==> src/rtl/core/wpm_pkg.sv <==
`timescale 1ns / 1ps

package wpm_pkg;

    // Pattern store depth and derived widths
    localparam int MAX_PATTERN = 64;
    localparam int LEN_W       = $clog2(MAX_PATTERN + 1);
    localparam int ADDR_W      = (MAX_PATTERN > 1) ? $clog2(MAX_PATTERN) : 1;
    localparam int SYM_W       = 8;

    localparam logic [SYM_W-1:0] SYM_STAR = 8'h2A;
    localparam logic [SYM_W-1:0] SYM_ANY  = 8'h3F;

    typedef enum logic [1:0] {
        CMD_CLEAR  = 2'd0,
        CMD_APPEND = 2'd1,
        CMD_START  = 2'd2,
        CMD_TEXT   = 2'd3
    } t_cmd;

    // Request from the front end to the row engine
    typedef struct packed {
        logic              clear_row;
        logic              go;
        logic              is_text;
        logic [SYM_W-1:0]  sym;
        logic [LEN_W-1:0]  len;
    } t_row_cmd;

    // Row engine status back to the front end
    typedef struct packed {
        logic busy;
        logic res_valid;
        logic matched;
    } t_row_stat;

endpackage

==> src/rtl/core/wpm_pattern_store.sv <==
`timescale 1ns / 1ps

module wpm_pattern_store
    import wpm_pkg::*;
(
    input  logic              i_clk,
    input  logic              i_we,
    input  logic [ADDR_W-1:0] i_wr_addr,
    input  logic [SYM_W-1:0]  i_wr_data,
    input  logic [ADDR_W-1:0] i_rd_addr,
    output logic [SYM_W-1:0]  o_rd_data
);

    logic [SYM_W-1:0] r_mem [MAX_PATTERN];
    logic [SYM_W-1:0] r_rd_data;

    always_ff @(posedge i_clk) begin
        if (i_we) begin
            r_mem[i_wr_addr] <= i_wr_data;
        end
        r_rd_data <= r_mem[i_rd_addr];
    end

    assign o_rd_data = r_rd_data;

endmodule

==> src/rtl/core/wpm_row_engine.sv <==
`timescale 1ns / 1ps

module wpm_row_engine
    import wpm_pkg::*;
(
    input  logic              i_clk,
    input  logic              i_rst_n,
    input  t_row_cmd          i_cmd,
    input  logic              i_take,
    input  logic [SYM_W-1:0]  i_pat_sym,
    output logic [ADDR_W-1:0] o_rd_addr,
    output t_row_stat         o_stat
);

    typedef enum logic [1:0] {
        ST_IDLE,
        ST_RUN,
        ST_HOLD
    } t_state;

    t_state             r_state;
    logic [MAX_PATTERN:0] r_row;      // rotates one column per step
    logic [LEN_W-1:0]   r_col;
    logic               r_is_text;
    logic [SYM_W-1:0]   r_sym;
    logic               r_prev;       // new value of the column to the left
    logic               r_diag;       // old value of the column to the left
    logic               r_matched;
    logic               n_bit;
    logic               w_above;

    assign w_above = r_row[0];

    // One dynamic-programming cell, shared by every column
    always_comb begin
        n_bit = 1'b0;
        if (r_col == '0) begin
            n_bit = !r_is_text;
        end else if (r_col <= i_cmd.len) begin
            if (!r_is_text) begin
                n_bit = r_prev && (i_pat_sym == SYM_STAR);
            end else if (r_sym == i_pat_sym || i_pat_sym == SYM_ANY) begin
                n_bit = r_diag;
            end else if (i_pat_sym == SYM_STAR) begin
                n_bit = w_above | r_prev;
            end
        end
    end

    always_ff @(posedge i_clk) begin
        if (!i_rst_n) begin
            r_state   <= ST_IDLE;
            r_row     <= '0;
            r_col     <= '0;
            r_matched <= 1'b0;
        end else begin
            case (r_state)
                ST_IDLE: begin
                    if (i_cmd.clear_row) begin
                        r_row <= '0;
                    end
                    if (i_cmd.go) begin
                        r_col     <= '0;
                        r_is_text <= i_cmd.is_text;
                        r_sym     <= i_cmd.sym;
                        r_state   <= ST_RUN;
                    end
                end
                ST_RUN: begin
                    r_row  <= {n_bit, r_row[MAX_PATTERN:1]};
                    r_prev <= n_bit;
                    r_diag <= w_above;
                    if (r_col == i_cmd.len) begin
                        r_matched <= n_bit;
                    end
                    if (r_col == LEN_W'(MAX_PATTERN)) begin
                        r_state <= ST_HOLD;
                    end else begin
                        r_col <= r_col + 1'b1;
                    end
                end
                ST_HOLD: begin
                    if (i_take) begin
                        r_state <= ST_IDLE;
                    end
                end
                default: begin
                    r_state <= ST_IDLE;
                end
            endcase
        end
    end

    // Address column j's symbol so it arrives for column j+1
    assign o_rd_addr        = r_col[ADDR_W-1:0];
    assign o_stat.busy      = (r_state != ST_IDLE);
    assign o_stat.res_valid = (r_state == ST_HOLD);
    assign o_stat.matched   = r_matched;

endmodule

==> src/rtl/core/wildcard_pattern_matcher_top.sv <==
`timescale 1ns / 1ps

// Wildcard pattern matcher. Load a pattern with clear (command 0) and append
// (command 1) transfers; '?' matches any one byte and '*' any run of bytes.
// Symbols past MAX_PATTERN (64) are dropped and o_pattern_overflow is raised
// until the next clear. Command 2 starts a text and command 3 feeds one text
// byte; each of these returns one result transfer telling whether the text
// since the last start matches the whole pattern. Clear and append return
// nothing. Start and text items sweep the dynamic-programming row through a
// single shared cell, one pattern column per cycle over all MAX_PATTERN + 1
// columns, so each holds o_stall high through the column steps and the handoff
// to the output register, and longer while the output register still holds an
// earlier result that is stalled downstream. The rate is set by that single
// cell and the one read port of the pattern store. A finished result sits in
// the output register, so the next item can be taken while the previous result
// is still stalled downstream.

module wildcard_pattern_matcher_top
    import wpm_pkg::*;
(
    input  logic             i_clk,
    input  logic             i_rst_n,
    // input channel
    input  logic             i_valid,
    output logic             o_stall,
    input  logic [1:0]       i_command,
    input  logic [SYM_W-1:0] i_symbol,
    // result channel
    output logic             o_valid,
    input  logic             i_stall,
    output logic             o_matched,
    output logic             o_pattern_overflow
);

    logic [LEN_W-1:0]  r_len;
    logic              r_ovf;
    logic              r_out_valid;
    logic              r_out_matched;
    logic              r_out_ovf;

    logic              w_accept;
    logic              w_take;
    logic              w_we;
    logic [ADDR_W-1:0] w_rd_addr;
    logic [SYM_W-1:0]  w_pat_sym;
    t_row_cmd          w_cmd;
    t_row_stat         w_stat;
    t_cmd              w_op;

    assign w_op     = t_cmd'(i_command);
    assign w_accept = i_valid && !o_stall;

    // Hold off new items while the row sweep runs or its result waits to be taken
    assign o_stall = w_stat.busy;

    // Append only while there is room in the store
    assign w_we = w_accept && (w_op == CMD_APPEND) && (r_len < LEN_W'(MAX_PATTERN));

    always_comb begin
        w_cmd           = '0;
        w_cmd.sym       = i_symbol;
        w_cmd.len       = r_len;
        w_cmd.is_text   = (w_op == CMD_TEXT);
        if (w_accept) begin
            case (w_op)
                CMD_CLEAR, CMD_APPEND: w_cmd.clear_row = 1'b1;
                CMD_START, CMD_TEXT:   w_cmd.go        = 1'b1;
                default:               w_cmd.go        = 1'b0;
            endcase
        end
    end

    // Move a finished result into the output register once it is free
    assign w_take = w_stat.res_valid && (!r_out_valid || !i_stall);

    always_ff @(posedge i_clk) begin
        if (!i_rst_n) begin
            r_len       <= '0;
            r_ovf       <= 1'b0;
            r_out_valid <= 1'b0;
        end else begin
            if (w_accept && w_op == CMD_CLEAR) begin
                r_len <= '0;
                r_ovf <= 1'b0;
            end else if (w_accept && w_op == CMD_APPEND) begin
                if (w_we) begin
                    r_len <= r_len + 1'b1;
                end else begin
                    r_ovf <= 1'b1;
                end
            end
            if (w_take) begin
                r_out_valid <= 1'b1;
            end else if (!i_stall) begin
                r_out_valid <= 1'b0;
            end
        end
    end

    always_ff @(posedge i_clk) begin
        if (w_take) begin
            r_out_matched <= w_stat.matched;
            r_out_ovf     <= r_ovf;
        end
    end

    wpm_pattern_store u_store (
        .i_clk     (i_clk),
        .i_we      (w_we),
        .i_wr_addr (r_len[ADDR_W-1:0]),
        .i_wr_data (i_symbol),
        .i_rd_addr (w_rd_addr),
        .o_rd_data (w_pat_sym)
    );

    wpm_row_engine u_engine (
        .i_clk     (i_clk),
        .i_rst_n   (i_rst_n),
        .i_cmd     (w_cmd),
        .i_take    (w_take),
        .i_pat_sym (w_pat_sym),
        .o_rd_addr (w_rd_addr),
        .o_stat    (w_stat)
    );

    assign o_valid            = r_out_valid;
    assign o_matched          = r_out_matched;
    assign o_pattern_overflow = r_out_ovf;

    // Overflow can only be flagged with a full store
    a_ovf_full: assert property (@(posedge i_clk) disable iff (!i_rst_n)
        r_ovf |-> (r_len == LEN_W'(MAX_PATTERN)))
        else $error("overflow flagged with room left in pattern store");

    // A new result only appears after the engine offered one
    a_out_src: assert property (@(posedge i_clk) disable iff (!i_rst_n)
        $rose(o_valid) |-> $past(w_stat.res_valid))
        else $error("result transfer without a finished row sweep");

    // Pattern length never moves while a sweep is in flight
    a_len_stable: assert property (@(posedge i_clk) disable iff (!i_rst_n)
        w_stat.busy && $past(w_stat.busy) |-> $stable(r_len))
        else $error("pattern length changed during row sweep");

endmodule
==> config.mk <==
export PLATFORM = sky130hd
export DESIGN_NAME = wildcard_pattern_matcher_top
export DESIGN_NICKNAME = d
export VERILOG_FILES = /design/src/rtl/core/wpm_pkg.sv /design/src/rtl/core/wpm_pattern_store.sv /design/src/rtl/core/wpm_row_engine.sv /design/src/rtl/core/wildcard_pattern_matcher_top.sv
export SDC_FILE = /design/constraint.sdc
export NUM_CORES = 1
export LEC_CHECK = 0
export ABC_AREA = 1
export BUFFER_PORTS_ARGS = -buffer_cell sky130_fd_sc_hd__buf_2
export CAP_MARGIN = 20
export CELL_PAD_IN_SITES_DETAIL_PLACEMENT = 0
export CELL_PAD_IN_SITES_GLOBAL_PLACEMENT = 1
export CORE_AREA = 3 3 221 223
export DETAILED_ROUTE_END_ITERATION = 8
export DIE_AREA = 0 0 224 226
export PLACE_DENSITY_LB_ADDON = 0.1
export SLEW_MARGIN = 20
export SYNTH_ARGS = -nofsm -noshare
export SYNTH_HDL_FRONTEND = slang
export SYNTH_SLANG_ARGS = --single-unit
export TNS_END_PERCENT = 5
==> constraint.sdc <==
create_clock -name i_clk -period 2.6 [get_ports i_clk]
set_input_delay 0.39 -clock i_clk [delete_from_list [all_inputs] [get_ports i_clk]]
set_output_delay 0.39 -clock i_clk [all_outputs]
set_load 0.03 [all_outputs]
# After elaboration in Yosys (flattened, before gate mapping)
# Memories as Yosys holds them, arrays and structs flattened. A register that Yosys moved wholly into a read port is not among the register bits.
# Index checks and enable logic that the tools add are counted.
[word_totals]
regBits = 97
ramBits = 512
inputBits = 14
output_inout_bits = 4
wordCells = 86
n_memories = 1
[op_classes]
addsub = 2
order_cmp = 2
eq_ne = 16
mux = 21
bitwise_logic = 3
n_reduce_logical = 28
[memory_table]
columns = ["memory", "depth", "word_bits", "read_ports", "rd_clocked_by_memory_dff", "wr", "line_no", "source"]
rows = [
  ["u_store.r_mem", 64, 8, 1, 1, 1, "wpm_pattern_store.sv:14", "logic [SYM_W-1:0] r_mem [MAX_PATTERN];"],
]
[ops]
columns = ["cell", "n"]
rows = [
  ["65-bit one-hot mux with 2 select lines", 1],
  ["65-bit two-way mux", 1],
  ["8-bit by 6-bit equality test with 1-bit output (second input constant)", 2],
  ["7-bit by 1-bit adder with 7-bit output (second input constant)", 2],
  ["7-bit two-way mux", 2],
  ["7-bit one-hot mux with 2 select lines", 1],
  ["1-bit two-way mux", 11],
  ["2-bit by 1-bit != test with 1-bit output (second input constant)", 5],
  ["2-bit AND reduction", 5],
  ["3-bit AND reduction", 3],
  ["8-bit equality test", 1],
  ["2-bit two-way mux", 4],
  ["7-bit equality test", 1],
  ["7-bit equality test (second input constant)", 1],
  ["7-bit <= comparator", 1],
  ["7-bit zero test", 1],
  ["7-bit < comparator (second input constant)", 1],
  ["2-bit equality test (second input constant)", 3],
  ["1-bit logical AND", 6],
  ["2-bit one-hot mux with 3 select lines", 1],
  ["2-bit OR reduction", 3],
  ["2-bit by 1-bit equality test with 1-bit output (second input constant)", 2],
  ["1-bit zero test", 4],
  ["2-bit zero test", 2],
  ["other kinds (5)", 8],
]

# Longest topological paths before layout
[logic_depth]
ltp_word = 7
ltp_mapped = 14
depth_no_buf = 13

# By module
# A second synthesis with hierarchy kept.
[hier_totals]
cells_unflattened = 2274
hier_area_um2 = 25588.3
[modules_own_cells]
columns = ["module", "n_inst", "cells_each", "area_per_inst_um2"]
rows = [
  ["wpm_pattern_store", 1, 1805, 21339.2],
  ["wpm_row_engine", 1, 391, 3667.3],
  ["wildcard_pattern_matcher_top", 1, 78, 581.8],
]

# Worst setup path before layout
# OpenSTA, ideal clock, no wires.
[synth_path]
path_type = "register to register"
from = "reg u_engine.r_state[1]"
to = "mem u_store.r_mem[7][0] (enable)"
setup_time_ns = 0.383
arrival_time_ns = 1.857
required_ns = 2.217
path_slack_ns = 0.359
path_stages_with_launch = 10
synth_period_minus_slack_ns = 2.241
cell_sequence = "dfxtp_1 inv_1 nand2_1 nor2_2 nand2_2 nor2_2 nand2_2 nor2_4 nand3_1 nor3_1"
[synth_via]
elab_chain_len = 7
[synth_lines]
columns = ["element", "line_no", "source"]
rows = [
  ["from (decl)", "wpm_row_engine.sv:21", "t_state r_state;"],
  ["from (signal assigned)", "wpm_row_engine.sv:52", "r_state <= ST_IDLE;"],
  ["from (signal assigned)", "wpm_row_engine.sv:66", "r_state <= ST_RUN;"],
  ["from (signal assigned)", "wpm_row_engine.sv:77", "r_state <= ST_HOLD;"],
  ["2-bit nonzero test", "wpm_row_engine.sv:96", "assign o_stat.busy = (r_state != ST_IDLE);"],
  ["named net o_stall", "wildcard_pattern_matcher_top.sv:25", "output logic o_stall,"],
  ["1-bit zero test", "wildcard_pattern_matcher_top.sv:51", "assign w_accept = i_valid && !o_stall;"],
  ["1-bit logical AND", "wildcard_pattern_matcher_top.sv:51", ""],
  ["1-bit logical AND (2 in a row)", "wildcard_pattern_matcher_top.sv:57", "assign w_we = w_accept && (w_op == CMD_APPEND) && (r_len < LEN_W'(MAX_PATTERN));"],
  ["1-bit two-way mux", "wpm_pattern_store.sv:18", "if (i_we) begin"],
  ["1-bit two-way mux (not written as such)", "wpm_pattern_store.sv:19", "r_mem[i_wr_addr] <= i_wr_data;"],
  ["to (decl)", "wpm_pattern_store.sv:14", ""],
]
# The timed path passes the listed nets, and every way through them passes these cells.

==> results.yml <==
run_status:
  status: "finished, final reports clean"
synth:
  ys.flop_type: "edfxtp_1"
  yosys.area_share.adder_pct: 0.514
  synthSimpleGateAreaFrac_pct: 11.0
  synth_xor_area_share_pct: 0.108
  yosysSeqAreaShare_pct: 72.3
  synth_nets: 2004
  syn_area_per_cell_sq_um: 12.3
  netlist.area_leader.share_pct: 64.7
  synth.distinct_cells: 35
  syn_inst: 1980
  synth_largest_area_cell: "edfxtp_1"
  synth_top_family_by_area: "compound AO/OA/AOI/OAI gates"
  synth_mux_area_share_pct: 0
  synth-edff-count: 525
  synthTopCellsByArea: "edfxtp_1, dfxtp_1, nor2_1"
  yosys_warnings: 0
  netlist_area_sq_um: 24400
  synth-compound-area-share_pct: 12.6
  async_flop_share_pct: 0
  ys_seq_elements: 617
cts:
  numClockSinks: 617
  ctsResizeCount: 0
  insertion_delay_ps: 600
  cts_made_buffers: 67
  cts_hold_buf: 0
  cts_htree_levels: 3
  root_buffer: "clkbuf_16"
  clk_path_buf_depth: 3
  cts_tree: "built"
  cts_setup_buffers: 0
  clk_pin_slew_worst_paths_ps: 60
layout:
  final_net_count: 2091
  final_common_cell: "edfxtp_1"
  drive_gt1_share_pct: 12.4
  final_cells: 2725
  syn_to_final_growth_pct: 14.8
  layout_common_cells: "edfxtp_1, nor2_1, o21ai_0"
  utilization_pct: 59.8
critical_path:
  worstPathCellList: "inv_6, buf_12, o21ai_0, o21ai_0, o211ai_1, nand2_1, nand3_1, nand2_1"
  cp_data_required_time_ps: 3060
  path_class: "reg -> reg"
  startpoint_type: "flop"
  worstPathMaxFanout: 48
  crit_path_top_delay_cell: "dfxtp_4"
  crit_family: "compound AO/OA/AOI/OAI gates"
  worstPathArrival_ps: 2910
  endpoint_kind: "flop"
  slowest_delay_ps: 550
  crit_buf_inv: 2
placement:
  hpwl_um: 38200
  place_inst: 2605
  portBuffers: 17
  gp_congestion: 0.819
sta:
  tightest_slew_ps: 1070
  finalClockSkew_ps: 20.2
  fin_crit_ps: 2440
  slew_violations: 0
  max_clock_freq_mhz: 409
  min_period_over_period_pct: 94.0
  setup_viol: 0
  slew_headroom_pct: 28.7
  hold_violations: 0
  fin_setup_tns_ps: 0
  rsz0062_at_grt: "no"
floorplanning:
  die_area_sq_um: 50600
  core-area_sq_um: 46800
  die_h_um: 226
  io_pins: 18
  die_w_um: 224
  start_util_pct: 52.1
  rows: 79
route:
  drtIter0Drc: 1802
  drt-vias-per-instance: 5.91
  vias: 16100
  drt_first_pass_iters: 8
  ant_nets: 0
  drc_errors: 0
  wl_per_cell_um: 23.3
  wl_um: 63500
power:
  power_density_nw_per_um2: 774
  p_leak_nw: 9.58
  ir_worst_vdd_mv: 0.771
  total_power_mw: 21.6
run:
  cap_violations: 0
global_routing:
  grt_max_degree: 77
  grt_pass1_vias: 15600
  grt_use_total_pct: 25.2
  antenna_found_initial: 0
  grt_pass1_wl_um: 95800
  overflow: 0
min_path:
  min_path_type: "in -> reg"
cell usage after synthesis, drive strengths merged, types with 3 or more instances:
| cell type | count |
|---|---|
| nand3 | 64 |
| ha | 10 |
| o221ai | 6 |
| edfxtp | 525 |
| a211oi | 3 |
| nor2 | 395 |
| o211ai | 58 |
| nand4 | 8 |
| nor3 | 11 |
| nand2 | 183 |
| inv | 57 |
| clkinv | 3 |
| clkbuf | 55 |
| or2 | 3 |
| o21ai | 269 |
| dfxtp | 92 |
| buf | 70 |
| a21oi | 33 |
| xnor2 | 3 |
| o22ai | 63 |
| a32o | 64 |
power by group:
group	internal [mW]	leakage, nW	switching [mW]	total, mW
Clock	5.59	1.08	3.76	9.35
Combinational	0.414	3.04	1.06	1.47
Sequential	10.8	5.47	0.0680	10.8
Total	16.8	9.58	4.89	21.6
worst reg2reg max path: stages, from the launching register on:
cell      delay, ps
dfxtp_4         550
inv_6           230
buf_12          250
o21ai_0         380
o21ai_0         150
o211ai_1        290
nand2_1         180
nand3_1         150
nand2_1         110
final timing paths:
check / start / end / slack, ps / cells past startpoint
worst max-delay path: u_engine.r_col[0] / u_store.o_rd_data[6] / 160 / 8
worst min-delay path: i_stall / o_valid / 80 / 3
worst max register to register: u_engine.r_col[0] / u_store.o_rd_data[6] / 160 / 8
worst min register to register: r_ovf / o_pattern_overflow / 450 / 0
flip-flops by register name, summed over array words and instances (netlist names):
register and count:
u_engine.r_prev 1, u_engine.r_diag 1, r_ovf 1, o_pattern_overflow 1, o_valid 1, u_engine.r_matched 1, u_engine.r_sym 8, u_store.o_rd_data 8
u_engine.r_is_text 1, u_engine.r_row 65, u_engine.r_col 7, r_len 7, u_engine.r_state 2, u_store.r_mem 512, o_matched 1
per-stage QoR:
stage / setup WS (ps) / hold WS (ps) / instance area (sq um)
2_1_floorplan: 359 / 408 / 24400
3_3_place_gp: 354 / 431 / 25800
3_5_place_dp: 305 / 448 / 25800
4_1_cts: 285 / 47.6 / 28000
5_1_grt: 110 / 66.5 / 28000
6_report: 156 / 75.1 / 28000
kinds of logic after synthesis:
| logic type | Yosys count |
|---|---|
| buffers and inverters | 185 |
| XOR/XNOR | 3 |
| AND/OR/NAND/NOR | 667 |
| flip-flops | 617 |
| adder cells (fa/ha/maj) | 10 |
| AO/OA/AOI/OAI | 498 |
area by class of cell:
type | count | area [sq um]
Inverter | 60 | 230
Tap cell | 607 | 759
Sequential cell | 617 | 17600
Timing Repair Buffer | 143 | 1270
Clock buffer | 86 | 1920
Antenna cell | 1 | 2.50
Clock inverter | 33 | 260
Fill cell | 3739 | 18800
Multi-Input combinational cell | 1178 | 5900
metal layers:
layer / track usage (%) / up-vias / routed length [um]
met5: 0 / - / 0
met4: 8.03 / 0 / 1810
met3: 4.61 / 125 / 3620
met2: 41.5 / 552 / 30700
met1: 34.5 / 8013 / 27300
li1: - / 7427 / -
(Power assumes the default switching activity.)
